--- config.mk ---
export PLATFORM = sky130hd
export DESIGN_NAME = rgb_to_hsl_converter
export DESIGN_NICKNAME = d
export VERILOG_FILES = /design/src/rtl/core/rth_pkg.sv /design/src/rtl/core/rgb_to_hsl_converter.sv /design/src/rtl/core/rth_div.sv
export VERILOG_INCLUDE_DIRS = /design/src /design/src/rtl/core
export SDC_FILE = /design/constraint.sdc
export NUM_CORES = 2
export LEC_CHECK = 0
export ABC_AREA = 1
export BUFFER_PORTS_ARGS = -buffer_cell sky130_fd_sc_hd__buf_2
export CAP_MARGIN = 10
export CORE_MARGIN = 5
export CORE_UTILIZATION = 60
export DETAILED_ROUTE_END_ITERATION = 12
export GPL_TIMING_DRIVEN = 0
export PLACE_DENSITY = 0.72
export SYNTH_ARGS = -nofsm -noshare
export SYNTH_HDL_FRONTEND = slang
export SYNTH_SLANG_ARGS = --single-unit
--- constraint.sdc ---
create_clock -name clk -period 50.9 [get_ports clk]
set_input_delay 10.18 -clock clk [delete_from_list [all_inputs] [get_ports clk]]
set_output_delay 10.18 -clock clk [all_outputs]
set_load 0.01 [all_outputs]
--- src/rtl/core/rgb_to_hsl_converter_macros.svh ---
// ----------------------------------------------------------------------------
// RGB to HSL converter assertion macros
// Shared concurrent assertion forms, clocked on clk, disabled in reset.
// ----------------------------------------------------------------------------
`ifndef RGB_TO_HSL_CONVERTER_MACROS_SVH
`define RGB_TO_HSL_CONVERTER_MACROS_SVH

// same-cycle implication
`define RTH_ASSERT_NOW(label, ante, cons, msg) \
  label: assert property (@(posedge clk) disable iff (!rst_n) (ante) |-> (cons)) \
    else $error(msg);

// next-cycle implication
`define RTH_ASSERT_NEXT(label, ante, cons, msg) \
  label: assert property (@(posedge clk) disable iff (!rst_n) (ante) |=> (cons)) \
    else $error(msg);

`endif

--- src/rtl/core/rth_pkg.sv ---
// ----------------------------------------------------------------------------
// RGB to HSL converter package
// Fixed widths and divider constants.
// ----------------------------------------------------------------------------
package rth_pkg;

  localparam int CHAN_W  = 8;
  localparam int FIELD_W = 16;
  localparam int DIV_DW  = 12;  // widest divisor: 12 * 255
  localparam int DIV_SPS = 4;   // quotient bits per divider stage

endpackage

--- src/rtl/core/rgb_to_hsl_converter.sv ---
// ----------------------------------------------------------------------------
// RGB to HSL converter
// Channel  Dir  Fields (tdata, low bit first)
// in_      in   red[7:0] green[15:8] blue[23:16]
// out_     out  hue[15:0] saturation[31:16] lightness[47:32]
// One item per cycle sustained while the output is not stalled. Registers:
// input, max/min, dividends, two pipelined dividers (4 quotient bits per
// stage), output; lightness is a constant multiply riding with the hue divider.
// Synchronous active-low reset clears all valid bits.
// A stalled output freezes the whole pipeline; nothing is dropped or repeated.
// ----------------------------------------------------------------------------
`include "rgb_to_hsl_converter_macros.svh"

module rgb_to_hsl_converter #(
  parameter int FRACTION_BITS = 16
) (
  input  logic        clk,
  input  logic        rst_n,
  input  logic        in_tvalid,
  output logic        in_tready,
  input  logic [23:0] in_tdata,   // red, green, blue
  output logic        out_tvalid,
  input  logic        out_tready,
  output logic [47:0] out_tdata   // hue, saturation, lightness
);

  localparam int F   = FRACTION_BITS;
  localparam int NW  = F + 13;
  localparam int QW  = F + 1;
  localparam int DW  = rth_pkg::DIV_DW;
  localparam int CW  = rth_pkg::CHAN_W;
  localparam int FW  = rth_pkg::FIELD_W;
  // lightness = floor(sum * ceil(full * 2^P / 510) / 2^P + 1/2), exact for sum <= 510
  localparam int LIG_P = 18;
  localparam int LPW   = F + CW + 11;
  localparam longint unsigned LIG_DEN = 64'd510;
  localparam longint unsigned LIG_C =
    (((64'd1 << F) - 64'd1) * (64'd1 << LIG_P) + LIG_DEN - 64'd1) / LIG_DEN;

  logic en;
  assign en        = !out_tvalid || out_tready;
  assign in_tready = en;

  // stage 0: input register
  logic          s0_vld_r;
  logic [CW-1:0] s0_r_r, s0_g_r, s0_b_r;

  always_ff @(posedge clk) begin
    if (!rst_n) begin
      s0_vld_r <= 1'b0;
    end else if (en) begin
      s0_vld_r <= in_tvalid;
    end
  end

  always_ff @(posedge clk) begin
    if (en) begin
      s0_r_r <= in_tdata[7:0];
      s0_g_r <= in_tdata[15:8];
      s0_b_r <= in_tdata[23:16];
    end
  end

  // stage 1: max/min, hue numerator
  logic [CW-1:0] mx, mn, dl;
  logic [CW:0]   sm, dn;
  logic [10:0]   six, hn;

  always_comb begin
    logic [11:0] t;
    mx = s0_r_r;
    mn = s0_r_r;
    if (s0_g_r > mx) mx = s0_g_r;
    if (s0_b_r > mx) mx = s0_b_r;
    if (s0_g_r < mn) mn = s0_g_r;
    if (s0_b_r < mn) mn = s0_b_r;
    dl  = mx - mn;
    sm  = {1'b0, mx} + {1'b0, mn};
    dn  = (sm < 9'd255) ? sm : (9'd510 - sm);
    six = 11'(dl) * 11'd6;
    if (s0_r_r == mx) begin
      t = (12'(six) + 12'(s0_g_r)) - 12'(s0_b_r);
    end else if (s0_g_r == mx) begin
      t = (12'({dl, 1'b0}) + 12'(s0_b_r)) - 12'(s0_r_r);
    end else begin
      t = (12'({dl, 2'b0}) + 12'(s0_r_r)) - 12'(s0_g_r);
    end
    if (t >= 12'(six)) t = t - 12'(six);
    hn = t[10:0];
  end

  logic          s1_vld_r, s1_grey_r;
  logic [CW-1:0] s1_del_r;
  logic [CW:0]   s1_sum_r, s1_den_r;
  logic [10:0]   s1_six_r, s1_num_r;

  always_ff @(posedge clk) begin
    if (!rst_n) begin
      s1_vld_r <= 1'b0;
    end else if (en) begin
      s1_vld_r <= s0_vld_r;
    end
  end

  always_ff @(posedge clk) begin
    if (en) begin
      s1_grey_r <= (dl == '0);
      s1_del_r  <= dl;
      s1_sum_r  <= sm;
      s1_den_r  <= dn;
      s1_six_r  <= six;
      s1_num_r  <= hn;
    end
  end

  // stage 2: rounded dividends (2n + d) over 2d, lightness product
  logic          s2_vld_r, s2_grey_r;
  logic [NW-1:0] s2_hn_r, s2_sn_r;
  logic [DW-1:0] s2_hd_r, s2_sd_r;
  logic [F-1:0]  s2_lig_r;
  logic [LPW-1:0] lig_prod;

  assign lig_prod = LPW'(s1_sum_r) * LPW'(LIG_C) + (LPW'(1) << (LIG_P - 1));

  always_ff @(posedge clk) begin
    if (!rst_n) begin
      s2_vld_r <= 1'b0;
    end else if (en) begin
      s2_vld_r <= s1_vld_r;
    end
  end

  always_ff @(posedge clk) begin
    if (en) begin
      s2_grey_r <= s1_grey_r;
      s2_hn_r   <= NW'({s1_num_r, {(F + 1){1'b0}}}) + NW'(s1_six_r);
      s2_sn_r   <= NW'({s1_del_r, {(F + 1){1'b0}}}) - NW'({s1_del_r, 1'b0})
                   + NW'(s1_den_r);
      s2_lig_r  <= lig_prod[LIG_P +: F];
      s2_hd_r   <= DW'({s1_six_r, 1'b0});
      s2_sd_r   <= DW'({s1_den_r, 1'b0});
    end
  end

  // dividers; grey flag and lightness travel as the hue divider's tag
  logic          dv_vld, dv_grey;
  logic [F:0]    dv_tag;
  logic [QW-1:0] hq, sq;

  assign dv_grey = dv_tag[0];

  rth_div #(.NW(NW), .DW(DW), .QW(QW), .TW(F + 1)) u_hue_div (
    .clk     (clk),
    .rst_n   (rst_n),
    .en      (en),
    .in_vld  (s2_vld_r),
    .in_tag  ({s2_lig_r, s2_grey_r}),
    .num     (s2_hn_r),
    .den     (s2_hd_r),
    .out_vld (dv_vld),
    .out_tag (dv_tag),
    .quo     (hq)
  );

  rth_div #(.NW(NW), .DW(DW), .QW(QW), .TW(1)) u_sat_div (
    .clk     (clk),
    .rst_n   (rst_n),
    .en      (en),
    .in_vld  (s2_vld_r),
    .in_tag  (1'b0),
    .num     (s2_sn_r),
    .den     (s2_sd_r),
    .out_vld (),
    .out_tag (),
    .quo     (sq)
  );

  // output stage: hue wrap, grey override
  logic [QW-1:0]    hw;
  logic [QW+FW-1:0] hx, sx;
  logic [F+FW-1:0]  lx;

  assign hw = (hq == (QW'(1) << F)) ? '0 : hq;
  assign hx = {{FW{1'b0}}, hw};
  assign sx = {{FW{1'b0}}, sq};
  assign lx = {{FW{1'b0}}, dv_tag[F:1]};

  logic          out_vld_r, out_grey_r;
  logic [FW-1:0] hue_r, sat_r, lig_r;

  always_ff @(posedge clk) begin
    if (!rst_n) begin
      out_vld_r <= 1'b0;
    end else if (en) begin
      out_vld_r <= dv_vld;
    end
  end

  always_ff @(posedge clk) begin
    if (en) begin
      out_grey_r <= dv_grey;
      hue_r      <= dv_grey ? '0 : hx[FW-1:0];
      sat_r      <= dv_grey ? '0 : sx[FW-1:0];
      lig_r      <= lx[FW-1:0];
    end
  end

  assign out_tvalid = out_vld_r;
  assign out_tdata  = {lig_r, sat_r, hue_r};

  `RTH_ASSERT_NOW(a_grey_zero, out_vld_r && out_grey_r, hue_r == '0 && sat_r == '0, "grey item has nonzero hue or saturation")
  `RTH_ASSERT_NOW(a_ready_rule, 1'b1, in_tready == (out_tready || !out_vld_r), "input ready does not follow output space")
  `RTH_ASSERT_NEXT(a_stall_hold, out_vld_r && !out_tready, out_vld_r && $stable(out_tdata) && $stable(s2_vld_r), "pipeline moved during stall")

endmodule

--- src/rtl/core/rth_div.sv ---
// ----------------------------------------------------------------------------
// Pipelined restoring divider
// Unsigned NW-bit by DW-bit division, DIV_SPS quotient bits per stage,
// with a tag and a valid bit carried alongside.
// ----------------------------------------------------------------------------
module rth_div #(
  parameter int NW = 29,
  parameter int DW = 12,
  parameter int QW = 17,
  parameter int TW = 1
) (
  input  logic          clk,
  input  logic          rst_n,
  input  logic          en,
  input  logic          in_vld,
  input  logic [TW-1:0] in_tag,
  input  logic [NW-1:0] num,
  input  logic [DW-1:0] den,
  output logic          out_vld,
  output logic [TW-1:0] out_tag,
  output logic [QW-1:0] quo
);

  localparam int SPS = rth_pkg::DIV_SPS;
  localparam int NS  = (NW + SPS - 1) / SPS;

  logic          vld_r [NS];
  logic [TW-1:0] tag_r [NS];
  logic [DW-1:0] rem_r [NS];
  logic [NW-1:0] dvd_r [NS];
  logic [DW-1:0] den_r [NS];
  logic [QW-1:0] quo_r [NS];

  for (genvar s = 0; s < NS; s++) begin : g_stage
    logic          vld_src;
    logic [TW-1:0] tag_src;
    logic [DW-1:0] rem_src;
    logic [NW-1:0] dvd_src;
    logic [DW-1:0] den_src;
    logic [QW-1:0] quo_src;
    logic [DW-1:0] rem_nxt;
    logic [NW-1:0] dvd_nxt;
    logic [QW-1:0] quo_nxt;

    if (s == 0) begin : g_head
      assign vld_src = in_vld;
      assign tag_src = in_tag;
      assign rem_src = '0;
      assign dvd_src = num;
      assign den_src = den;
      assign quo_src = '0;
    end else begin : g_body
      assign vld_src = vld_r[s-1];
      assign tag_src = tag_r[s-1];
      assign rem_src = rem_r[s-1];
      assign dvd_src = dvd_r[s-1];
      assign den_src = den_r[s-1];
      assign quo_src = quo_r[s-1];
    end

    always_comb begin
      logic [DW:0]   rw;
      logic [NW-1:0] dw;
      logic [QW-1:0] qw;
      rw = {1'b0, rem_src};
      dw = dvd_src;
      qw = quo_src;
      for (int j = 0; j < SPS; j++) begin
        if (s * SPS + j < NW) begin
          rw = {rw[DW-1:0], dw[NW-1]};
          dw = {dw[NW-2:0], 1'b0};
          qw = {qw[QW-2:0], 1'b0};
          if (rw >= {1'b0, den_src}) begin
            rw    = rw - {1'b0, den_src};
            qw[0] = 1'b1;
          end
        end
      end
      rem_nxt = rw[DW-1:0];
      dvd_nxt = dw;
      quo_nxt = qw;
    end

    always_ff @(posedge clk) begin
      if (!rst_n) begin
        vld_r[s] <= 1'b0;
      end else if (en) begin
        vld_r[s] <= vld_src;
      end
    end

    always_ff @(posedge clk) begin
      if (en) begin
        tag_r[s] <= tag_src;
        rem_r[s] <= rem_nxt;
        dvd_r[s] <= dvd_nxt;
        den_r[s] <= den_src;
        quo_r[s] <= quo_nxt;
      end
    end
  end

  assign out_vld = vld_r[NS-1];
  assign out_tag = tag_r[NS-1];
  assign quo     = quo_r[NS-1];

endmodule

==> reports/results.tsv <==
stage	metric	value	unit
outcome	status	finished, final reports clean	
cells_and_area	# nets final	7962	
route	drt total wl	140000	um
flow_run	max cap viols	0	
setup_path	Worst setup EP type	output port	
global_routing	largest net degree at the start of global routing	146	
route	# DRC	0	
synth	Synth cell types	80	
timing	WHS	0.402	ns
floorplanning	FP Rows	117	
synth	Post-Synthesis Cell Area	61600	um^2
synth	area share of the largest cell type after synthesis	0.401	
setup_path	RR Startpoint	s0_r_r[7]	
floorplanning	Die Area	109000	um^2
cells_and_area	share of cells above drive strength 1	0.0705	
global_routing	Global Route Usage Sum	0.256	
route	Highest Signal Layer	met4	
timing	Slew headroom	0.190	
floorplanning	DIE HEIGHT	330	um
place	PortBufs	77	
synth	Yosys warning count	0	
global_routing	grt total ovfl	0	
synth	number of enable flip-flop cells after synthesis	823	
timing	fin crit period	22.42	ns
timing	final cycle utilization of the critical path	0.441	
clock_network	clock slew at reported path FFs	0.06	ns
clock_network	Num CTS Buffers	88	
cells_and_area	post-synthesis to final-layout area growth	8.32	%
worst_hold_path	Hold EP	u_hue_div.dvd_r[0][55]	
clock_network	setup bufs post-CTS	0	
timing	endpoints failing setup	0	
setup_path	Critical Path AT	12.24	ns
setup_path	Setup Crit Path Kind	in2out	
timing	Fmax	0.0446	GHz
synth	Seq/Total Area, Yosys	0.403	
place	DP HPWL	109000	um
cells_and_area	most frequent cells in the layout	nand2_1, inv_1, edfxtp_1	
cells_and_area	number of diodes	0	
synth	Seq cells post-synth	828	
route	via count	47689	
clock_network	Clock Sinks	828	
setup_path	worst reg-to-reg path cell count	55	
cells_and_area	Finished Cell Area	66700	um^2
timing	unrepaired setup endpoints after global routing	no	
route	met3 routed WL	6480	um
cells_and_area	commonest non-fill, non-tap cell in the layout	nand2_1	
timing	Least-Margin Pin Slew	1.21	ns
clock_network	CTS H-tree depth	3	
floorplanning	io pins	78	
synth	Top FF cell, synth	edfxtp_1	
route	drt wl/cell	16.1	um
route	first drt pass iteration count	6	
worst_hold_path	Hold Path Cell Cnt	0	
global_routing	first-pass GRT wire length	228000	um
floorplanning	initial core utilization	0.605	
place	placed cell area	63900	um^2
synth	syn nets	7789	
route	1st-iter DRT viols	3289	
route	WL met1	62500	um
timing	Final Skew	0.0322	ns
worst_hold_path	hold path start	u_hue_div.dvd_r[0][23]	
floorplanning	total core area	102000	um^2
clock_network	CTS Root Cell	clkbuf_16	
clock_network	cts hold-fix bufs	0	
clock_network	CTS tree	built	
route	Antenna Nets Post-Route	0	
clock_network	Max Root-Sink Buffers	3	
global_routing	vias in the first global route	45668	
cells_and_area	fin util	0.655	
synth	Post-Syn Area per Cell	8.74	um^2
timing	Slew Limit Fails	0	
worst_hold_path	hold crit path type	reg2reg	
setup_path	R2R setup slack	40.02	ns
place	gpl congestion	0.926	
timing	setup TNS	0	ns
synth	Post-Syn Instances	7049	
setup_path	Critical Path Fanout Max	138	
setup_path	reg2reg end	s1_num_r[6]	
route	met2 wire len	65700	um
floorplanning	die width	330	um
synth	cell taking the most area after synthesis	edfxtp_1	
clock_network	latest clock arrival within the worst-skew pair	0.68	ns
route	Vias/cell	5.51	
setup_path	critical path required time	40.72	ns
setup_path	startpoint types	input port	
clock_network	Resized cells post-CTS	0	
setup_path	crit path launch	out_tready	
synth	Synth async-reset ratio	0	
cells_and_area	filler instances	8553	
global_routing	antenna violations before repair	0	
timing	Final Hold Vio Count	0	
synth	Area contributors post-synth	edfxtp_1, ha_1, nand2_1, inv_1, a21oi_1	
worst max-delay path, cell delays in order:
cell	delay (ns)
buf_2	0.07
nor2_1	0.09
inv_8	0.38
buf_16	0.53
buf_16	0.45
buf_2	0.26
per-layer routing:
| metal | vias up | GRT usage |
|---|---|---|
| li1 | 24334 | - |
| met1 | 21917 | 0.342 |
| met2 | 1139 | 0.434 |
| met3 | 299 | 0.0297 |
| met4 | 0 | 0.0915 |
| met5 | - | 0 |
registers in the layout, summed over array words and instances, names as in the netlist, 9 cells and up:
signal	flops
u_hue_div.tag_r	136
u_sat_div.dvd_r	90
u_sat_div.rem_r	84
u_hue_div.rem_r	76
u_hue_div.dvd_r	57
u_hue_div.quo_r	57
u_sat_div.den_r	56
u_sat_div.quo_r	52
s2_sn_r	27
u_hue_div.den_r	19
hue_r	16
lig_r	16
s2_lig_r	16
sat_r	16
s2_hn_r	12
s1_num_r	11
s1_six_r	9
through the flow:
step	instances	setup WS [ns]
2_1_floorplan	7049	14.79
3_3_place_gp	8494	6.91
3_5_place_dp	8500	28.46
4_1_cts	8662	28.46
5_1_grt	8662	28.34
6_report	8662	28.48
synth_stat cells, types with 5 or more instances:
master	instances
edfxtp_1	823
inv_1	930
nand2_2	54
o21ai_0	357
o21a_1	23
a221oi_1	10
nand3_1	370
clkbuf_1	19
nor4_1	37
a31o_2	6
nor2_4	16
nor2_1	428
dfxtp_1	5
a21o_1	22
ha_1	636
o221ai_1	8
nand2_1	1603
inv_2	27
nand2_4	13
nor3_1	67
buf_6	10
or2_2	27
o31ai_1	8
xor2_1	299
o21ai_1	51
a31oi_1	18
buf_4	19
a21boi_0	10
nand3b_1	20
a211oi_1	13
nor2_2	17
a21oi_1	537
nand4_1	86
buf_2	35
fa_1	76
o21bai_1	56
o311ai_0	8
o211ai_1	21
and2_1	7
nand3_4	11
nand3_2	24
a21oi_2	9
xnor2_1	172
cell type report:
cell class / instances / area, um^2 / share of cell area
repair buffers: 83 / 551 / 0.00825
clock buffers: 99 / 2240 / 0.0336
well taps: 1368 / 1710 / 0.0257
plain buffers: 84 / 507 / 0.00760
inverters: 962 / 3630 / 0.0544
flip-flops and latches: 828 / 24800 / 0.372
multi-input cells: 5175 / 32700 / 0.489
clock inverters: 63 / 612 / 0.00917
how the worst max path moves through the flow:
stage | depth (start not counted) | endpoint | slack, ns
2_1_floorplan | 2 | in_tready | 14.79
3_3_place_gp | 4 | in_tready | 6.91
3_5_place_dp | 6 | in_tready | 28.46
4_1_cts | 6 | in_tready | 28.46
5_1_grt | 6 | in_tready | 28.34
6_report | 6 | in_tready | 28.48
logic make-up (layout without fill, tap and decap cells):
family,Yosys count,count (layout),synth area share
simple gates,2808,2808,0.202
mux,3,3,0.000548
other cells,1,1,0.0000609
compound gates,1180,1180,0.107
xor+xnor,471,471,0.0670
buf+inv,1046,1291,0.0670
flops,828,828,0.403
fa+ha+maj,712,712,0.154
Power is left out: the tool's default activity adds up to more than one toggle a clock period on the data nets, which glitch-free logic cannot reach.
